<file path="config.mk">
export PLATFORM = sky130hd
export DESIGN_NAME = asm_comment_blanker
export DESIGN_NICKNAME = d
export VERILOG_FILES = /design/src/rtl/core/acb_pkg.sv /design/src/rtl/core/acb_judge.sv /design/src/rtl/core/acb_out_fifo.sv /design/src/rtl/core/asm_comment_blanker.sv
export SDC_FILE = /design/constraint.sdc
export NUM_CORES = 1
export LEC_CHECK = 0
export BUFFER_PORTS_ARGS = -buffer_cell sky130_fd_sc_hd__buf_2
export CAP_MARGIN = 5
export CELL_PAD_IN_SITES_DETAIL_PLACEMENT = 1
export CELL_PAD_IN_SITES_GLOBAL_PLACEMENT = 2
export CORE_MARGIN = 2
export CORE_UTILIZATION = 30
export CTS_CLUSTER_SIZE = 25
export DETAILED_ROUTE_END_ITERATION = 7
export PLACE_DENSITY_LB_ADDON = 0.1
export SLEW_MARGIN = 10
export SYNTH_ARGS = -nofsm -noshare
export SYNTH_HDL_FRONTEND = slang
export SYNTH_SLANG_ARGS = --single-unit
export TNS_END_PERCENT = 10
</file>
<file path="constraint.sdc">
create_clock -name i_clk -period 4 [get_ports i_clk]
set_input_delay 0.2 -clock i_clk [delete_from_list [all_inputs] [get_ports i_clk]]
set_output_delay 0.2 -clock i_clk [all_outputs]
set_load 0.02 [all_outputs]
</file>
<file path="src/rtl/core/acb_pkg.sv">
// Types and constants shared by the comment blanker modules.
package acb_pkg;

    // Scanner modes
    localparam logic [2:0] MODE_NORMAL           = 3'd0;
    localparam logic [2:0] MODE_LINE             = 3'd1;
    localparam logic [2:0] MODE_BLOCK            = 3'd2;
    localparam logic [2:0] MODE_PASS_THEN_NORMAL = 3'd3;
    localparam logic [2:0] MODE_BLANK_THEN_BLOCK = 3'd4;
    localparam logic [2:0] MODE_BLANK_THEN_NORM  = 3'd5;
    localparam logic [2:0] MODE_DONE             = 3'd6;

    // Characters
    localparam logic [7:0] CH_NUL    = 8'h00;
    localparam logic [7:0] CH_SPACE  = 8'h20;
    localparam logic [7:0] CH_NL     = 8'h0A;
    localparam logic [7:0] CH_SLASH  = 8'h2F;
    localparam logic [7:0] CH_STAR   = 8'h2A;
    localparam logic [7:0] CH_BSLASH = 8'h5C;
    localparam logic [7:0] CH_DQUOTE = 8'h22;
    localparam logic [7:0] CH_SQUOTE = 8'h27;

    localparam logic [7:0] LINE_CHAR_RESET = 8'h40;

    // Output queue
    localparam int unsigned FIFO_DEPTH = 4;
    localparam int unsigned FIFO_AW    = 2;

    typedef struct packed {
        logic [7:0] in_byte;
        logic       in_last;
    } t_in_item;

    typedef struct packed {
        logic [7:0] out_byte;
        logic       out_last;
    } t_out_item;

    typedef struct packed {
        logic [2:0] mode;
        logic [7:0] text_quote;
        logic [7:0] comment_quote;
        logic       prev_bs;
    } t_scan;

    localparam t_scan SCAN_RESET = '{
        mode:          MODE_NORMAL,
        text_quote:    8'h00,
        comment_quote: 8'h00,
        prev_bs:       1'b0
    };

endpackage

</file>
<file path="src/rtl/core/acb_judge.sv">
// One scanner step: judges a byte against its lookahead and updates the scan state.
module acb_judge
    import acb_pkg::*;
(
    input  t_scan      i_scan,
    input  logic [7:0] i_byte,
    input  logic [7:0] i_next,
    input  logic [7:0] i_line_char,
    output t_scan      o_scan,
    output logic [7:0] o_byte
);

    logic [7:0] v_out;
    t_scan      v_scan;
    logic       v_special;

    always_comb begin
        v_out  = i_byte;
        v_scan = i_scan;
        v_special = (i_scan.mode == MODE_DONE) || (i_scan.mode == MODE_PASS_THEN_NORMAL) ||
                    (i_scan.mode == MODE_BLANK_THEN_BLOCK) ||
                    (i_scan.mode == MODE_BLANK_THEN_NORM);
        if (!v_special && i_byte == CH_NUL) begin
            v_scan.mode = MODE_DONE;
        end else begin
            unique case (i_scan.mode)
                MODE_DONE: begin
                end
                MODE_PASS_THEN_NORMAL: begin
                    v_scan.mode = MODE_NORMAL;
                end
                MODE_BLANK_THEN_BLOCK: begin
                    v_out       = CH_SPACE;
                    v_scan.mode = MODE_BLOCK;
                end
                MODE_BLANK_THEN_NORM: begin
                    v_out       = CH_SPACE;
                    v_scan.mode = MODE_NORMAL;
                end
                MODE_LINE: begin
                    if (i_byte == CH_NL) begin
                        v_scan.mode = MODE_NORMAL;
                    end else begin
                        v_out = CH_SPACE;
                    end
                end
                MODE_BLOCK: begin
                    v_out = (i_byte == CH_NL) ? i_byte : CH_SPACE;
                    if (i_scan.comment_quote != 8'h00) begin
                        if (i_byte == CH_BSLASH && i_next == i_scan.comment_quote) begin
                            v_out       = CH_SPACE;
                            v_scan.mode = MODE_BLANK_THEN_BLOCK;
                        end else if (i_byte == i_scan.comment_quote) begin
                            v_scan.comment_quote = 8'h00;
                        end
                    end else begin
                        if (i_byte == CH_STAR && i_next == CH_SLASH) begin
                            v_out       = CH_SPACE;
                            v_scan.mode = MODE_BLANK_THEN_NORM;
                        end else if (i_byte == CH_DQUOTE || i_byte == CH_SQUOTE) begin
                            v_scan.comment_quote = i_byte;
                        end
                    end
                end
                default: begin
                    // normal text
                    v_scan.mode = MODE_NORMAL;
                    if (i_scan.text_quote != 8'h00) begin
                        if (i_byte == CH_BSLASH && i_next == i_scan.text_quote) begin
                            v_scan.mode = MODE_PASS_THEN_NORMAL;
                        end else if (i_byte == i_scan.text_quote) begin
                            v_scan.text_quote = 8'h00;
                        end
                    end else if (i_byte == i_line_char && !i_scan.prev_bs) begin
                        v_out       = CH_SPACE;
                        v_scan.mode = MODE_LINE;
                    end else if (i_byte == CH_SLASH && i_next == CH_STAR) begin
                        v_out                = CH_SPACE;
                        v_scan.comment_quote = 8'h00;
                        v_scan.mode          = MODE_BLANK_THEN_BLOCK;
                    end else if (i_byte == CH_DQUOTE || i_byte == CH_SQUOTE) begin
                        v_scan.text_quote = i_byte;
                    end
                end
            endcase
        end
        v_scan.prev_bs = (v_out == CH_BSLASH);
    end

    assign o_scan = v_scan;
    assign o_byte = v_out;

endmodule

</file>
<file path="src/rtl/core/acb_out_fifo.sv">
// Small result queue: up to two pushes and one pop per cycle.
module acb_out_fifo
    import acb_pkg::*;
(
    input  logic      i_clk,
    input  logic      i_rst_n,
    input  logic [1:0] i_push_cnt,
    input  t_out_item i_push0,
    input  t_out_item i_push1,
    output logic      o_room2,
    output logic      o_valid,
    input  logic      i_ready,
    output t_out_item o_item
);

    t_out_item            r_mem [FIFO_DEPTH];
    logic [FIFO_AW-1:0]   r_wr;
    logic [FIFO_AW-1:0]   r_rd;
    logic [FIFO_AW:0]     r_cnt;
    logic [FIFO_AW-1:0]   v_wr1;
    logic                 v_pop;

    assign v_wr1   = r_wr + 1'b1;
    assign v_pop   = o_valid & i_ready;
    assign o_valid = (r_cnt != '0);
    assign o_room2 = (r_cnt <= (FIFO_AW+1)'(FIFO_DEPTH - 2));
    assign o_item  = r_mem[r_rd];

    always_ff @(posedge i_clk) begin
        if (i_push_cnt != 2'd0) begin
            r_mem[r_wr] <= i_push0;
        end
        if (i_push_cnt == 2'd2) begin
            r_mem[v_wr1] <= i_push1;
        end
    end

    always_ff @(posedge i_clk) begin
        if (!i_rst_n) begin
            r_wr  <= '0;
            r_rd  <= '0;
            r_cnt <= '0;
        end else begin
            r_wr  <= r_wr + FIFO_AW'(i_push_cnt);
            r_rd  <= r_rd + FIFO_AW'(v_pop);
            r_cnt <= r_cnt + (FIFO_AW+1)'(i_push_cnt) - (FIFO_AW+1)'(v_pop);
        end
    end

endmodule

</file>
<file path="src/rtl/core/asm_comment_blanker.sv">
// Top level of the streaming assembler comment blanker.
//
//  channel  | valid       | ready       | payload
//  ---------+-------------+-------------+------------------------------
//  input    | i_in_valid  | o_in_ready  | i_in_item  (in_byte, in_last)
//  output   | o_out_valid | i_out_ready | o_out_item (out_byte, out_last)
//  config   | i_cfg_we    | (none)      | i_cfg_data (line comment char)
//
// One input transaction per cycle while the queue has room. A byte is held as
// lookahead, so its result appears one transaction later; a last byte flushes
// the held byte, if any, and itself (up to two results) into the queue at the
// accepting edge, offered on consecutive output transactions after any earlier
// results. Scan state sits in registers, updated by the first of two chained
// judge steps; results go into a 4-entry queue. Input is taken while the queue
// has room for two results, so output stalls back up once three are queued.
// Synchronous active-low reset clears scan state, queue and the comment char
// (back to '@').
module asm_comment_blanker
    import acb_pkg::*;
(
    input  logic      i_clk,
    input  logic      i_rst_n,
    input  logic      i_in_valid,
    output logic      o_in_ready,
    input  t_in_item  i_in_item,
    output logic      o_out_valid,
    input  logic      i_out_ready,
    output t_out_item o_out_item,
    input  logic      i_cfg_we,
    input  logic [7:0] i_cfg_data
);

    logic [7:0] r_line_char;
    t_scan      r_scan;
    logic [7:0] r_held;
    logic       r_held_valid;

    t_scan      v_scan_a;
    t_scan      v_scan_b;
    t_scan      v_scan_b_in;
    logic [7:0] v_byte_a;
    logic [7:0] v_byte_b;
    logic       v_accept;
    logic       v_room2;

    logic [1:0] v_push_cnt;
    t_out_item  v_push0;
    t_out_item  v_push1;

    assign v_accept   = i_in_valid & o_in_ready;
    assign o_in_ready = v_room2;

    // held byte judged with the incoming byte as lookahead
    acb_judge u_judge_held (
        .i_scan      (r_scan),
        .i_byte      (r_held),
        .i_next      (i_in_item.in_byte),
        .i_line_char (r_line_char),
        .o_scan      (v_scan_a),
        .o_byte      (v_byte_a)
    );

    // last byte judged against a NUL lookahead
    assign v_scan_b_in = r_held_valid ? v_scan_a : r_scan;

    acb_judge u_judge_last (
        .i_scan      (v_scan_b_in),
        .i_byte      (i_in_item.in_byte),
        .i_next      (CH_NUL),
        .i_line_char (r_line_char),
        .o_scan      (v_scan_b),
        .o_byte      (v_byte_b)
    );

    always_comb begin
        v_push_cnt = 2'd0;
        v_push0    = '{out_byte: v_byte_a, out_last: 1'b0};
        v_push1    = '{out_byte: v_byte_b, out_last: 1'b1};
        if (v_accept) begin
            if (r_held_valid) begin
                v_push_cnt = i_in_item.in_last ? 2'd2 : 2'd1;
            end else if (i_in_item.in_last) begin
                v_push_cnt = 2'd1;
                v_push0    = v_push1;
            end
        end
    end

    acb_out_fifo u_out_fifo (
        .i_clk      (i_clk),
        .i_rst_n    (i_rst_n),
        .i_push_cnt (v_push_cnt),
        .i_push0    (v_push0),
        .i_push1    (v_push1),
        .o_room2    (v_room2),
        .o_valid    (o_out_valid),
        .i_ready    (i_out_ready),
        .o_item     (o_out_item)
    );

    // held byte payload: no reset needed, guarded by r_held_valid
    always_ff @(posedge i_clk) begin
        if (v_accept) begin
            r_held <= i_in_item.in_byte;
        end
    end

    always_ff @(posedge i_clk) begin
        if (!i_rst_n) begin
            r_line_char  <= LINE_CHAR_RESET;
            r_scan       <= SCAN_RESET;
            r_held_valid <= 1'b0;
        end else begin
            if (i_cfg_we) begin
                r_line_char <= i_cfg_data;
            end
            if (v_accept) begin
                if (i_in_item.in_last) begin
                    // end of text: scanner back to its reset state
                    r_scan       <= SCAN_RESET;
                    r_held_valid <= 1'b0;
                end else begin
                    r_scan       <= r_held_valid ? v_scan_a : r_scan;
                    r_held_valid <= 1'b1;
                end
            end
        end
    end

endmodule

</file>
==> out/metrics.yaml <==
status: "complete, no violations"
clock-sinks: 80
grt_max_degree: 37
antenna_found_initial: 0
fin_tns_setup_ns: 0
grt_pass1_vias: 4276
syn_to_final_growth_pct: 13.41
drive_gt1_share_pct: 18.87
critPathArrivalTime_ns: 3.93
final_antenna_net_count: 0
synth_edf_count: 40
grt_overflow_total: 0
grt_usage_pct: 19.55
muxShareOfSynthArea_pct: 5.643
clk_pin_slew_ns: 0.06
cts_buffer_depth: 2
clock_tree.htree_level_count: 3
clkPwrFrac_pct: 29.4
holdWs_ns: 0.07792
die_x_um: 133.2
yosysTopAreaCell: "edfxtp_1"
hold_viol_final: 0
port_buffers: 32
cp_cell_sequence: "nor4bb_1, buf_4, nand4_1, nor3_1, a311oi_1, o21ai_0, a21oi_1, o22ai_1, a22oi_2, a32o_1"
cp-end-kind: "flop"
via_per_inst: 5.525
worst_pin_slew_ns: 0.7299
p_seq_share_pct: 43.4
die_height_um: 133.2
power.internal_uw: 1670
drc: 0
worstPathMaxFanout: 10
slew_violations: 0
critical_path_buf_inv_count: 1
synth-async-reset-ratio_pct: 0
ys_types: 74
grt_pass1_wl_mm: 25.90
wire_per_inst_um: 22.91
io_pins: 33
holdCritPathClass: "input pin to flop"
ys_seq_area_share_pct: 39.95
design.core.area_um2: 16470
cts_tree: "done"
wl_mm: 17.18
die_area_um2: 17750
power_switching_uw: 859.4
final_cell_mix: "edfxtp_1, dfxtp_1, nand2_1, buf_2, xor2_1"
finalSetupViolCount: 0
ir_worst_vdd_mv: 0.1918
synth_top_family_by_area: "simple AND/OR/NAND/NOR gates"
cp-start-kind: "flop"
crit_family: "compound AO/OA/AOI/OAI gates"
synth_compound_area_share_pct: 16.38
cts_made_buffers: 9
nFillCells: 1910
syn-num-nets: 527
ys_seq_elements: 80
placementRows: 47
p_per_area_nw_per_um2: 445.1
diodes: 0
sw_frac_of_total_pct: 33.97
cp_slowest_cell: "edfxtp_1"
syn_inst: 497
crit_type: "flop to flop"
cap_violations: 0
synth.top_cells.by_area: "edfxtp_1, dfxtp_1, xor2_1"
critPathMaxStageDelay_ns: 0.76
yosys_warnings: 0
synthSimpleGateAreaFrac_pct: 21.55
synth.avg_cell_area_um2: 10.08
drtIter0Drc: 245
rsz0062_at_grt: "no"
required_ns: 4.09
period_minus_slack_ns: 3.836
syn_area_um2: 5011
synth_xor_xnor_area_share_pct: 9.613
initial_utilization_pct: 30.43
fmax_ghz: 0.2607
max_slew_margin_pct: 50.83
num_vias: 4144
gp_congestion: 0.8812
synth_fa_ha_area_share_pct: 2.147
cts_root_buf: "clkbuf_16"
synth_top_area_share_pct: 23.97
synthFlopType: "edfxtp_1"
p_leak_uw: 0.002055
clock_latency_ns: 0.34
nNetsFinal: 556
combPwrFrac_pct: 27.2
firstDrtPassIters: 5
finClkSkew_ns: 0.004817
post-route-period-util_pct: 95.89
dpl.hpwl_mm: 12.35
==> registers in the layout, indices dropped and copies added (netlist names) <==
register	cells
u_out_fifo.r_mem	36
r_scan	20
r_held	8
r_line_char	8
u_out_fifo.r_cnt	3
u_out_fifo.r_rd	2
u_out_fifo.r_wr	2
r_held_valid	1
==> worst min-delay path, stage by stage <==
cell     delay [ns]
buf_2          0.08
mux2i_1        0.06
nand2_1        0.05
==> per-stage QoR <==
stage	setup WS, ns	power (uW)	utilization (%)	instance area (um2)	instances
2_1_floorplan	0.8997	1559	-	5011	497
3_3_place_gp	0.4273	1789	32.83	5405	734
3_5_place_dp	0.2941	1804	32.83	5405	734
4_1_cts	0.2527	2563	34.38	5662	749
5_1_grt	0.02378	2674	34.51	5683	750
6_report	0.1643	2530	34.51	5683	750
==> timing repair <==
item | 4_1_cts | 5_1_grt
setup buffers | 0 | 0
gates resized for setup | 0 | 2
hold buffers | 0 | 0
endpoints found under the setup margin | 0 | 1
==> path summary, 6_finish.rpt <==
kind                                             start                endpoint  slack, ns  cells after the start
worst min register to register  u_out_fifo.r_mem[0][0]  u_out_fifo.r_mem[0][0]       0.49                      2
worst max-delay path                         r_held[3]  u_out_fifo.r_mem[0][7]       0.16                     10
worst min-delay path                     i_cfg_data[6]          r_line_char[6]       0.08                      3
worst max register to register               r_held[3]  u_out_fifo.r_mem[0][7]       0.16                     10
==> final cells by class <==
| type | instances | area (um2) | area share [%] |
|---|---|---|---|
| clock inverters | 3 | 20.02 | 0.3523 |
| inverters | 14 | 52.55 | 0.9247 |
| repair buffers | 51 | 302.8 | 5.328 |
| flip-flops and latches | 80 | 2002 | 35.23 |
| multi-input cells | 370 | 2794 | 49.16 |
| clock buffers | 12 | 236.5 | 4.161 |
| well taps | 220 | 275.3 | 4.844 |
==> power groups by stage <==
stage | clock (uW) | combinational (uW) | sequential, uW
global placement | 0 | 683 | 1110
finish | 745 | 688 | 1100
floorplan | 0 | 551 | 1010
detailed placement | 0 | 691 | 1110
global route | 810 | 754 | 1110
CTS | 771 | 695 | 1100
==> per-layer routing <==
layer	global-route usage, %	vias up	routed length [um]
li1	-	1931	-
met1	25.44	2108	8031
met2	33.02	85	8310
met3	2.549	20	431
met4	7.742	0	406
met5	0	-	0
==> cell usage after synthesis, drive strengths merged (3+ instances only) <==
cell    instances
dfxtp          40
edfxtp         40
nand2          39
nor2           30
xor2           29
xnor2          26
buf            22
a32o           20
o21ai          18
nor2b          17
and3           14
nand4          14
inv            13
clkbuf         12
nor3           12
o22ai          12
nand3          11
nor4           11
a21oi          10
mux4            9
and2            8
mux2i           8
a31oi           7
ha              7
o211ai          7
a211oi          5
a22oi           5
a21boi          4
nand3b          4
o21a            4
a21o            3
or2             3
or3             3
==> kinds of logic after synthesis <==
family	count (synthesis)
simple gates	179
compound gates	110
flops	80
xor+xnor	55
buf+inv	48
mux	17
fa+ha+maj	8
Power figures use the tool's default switching activity.
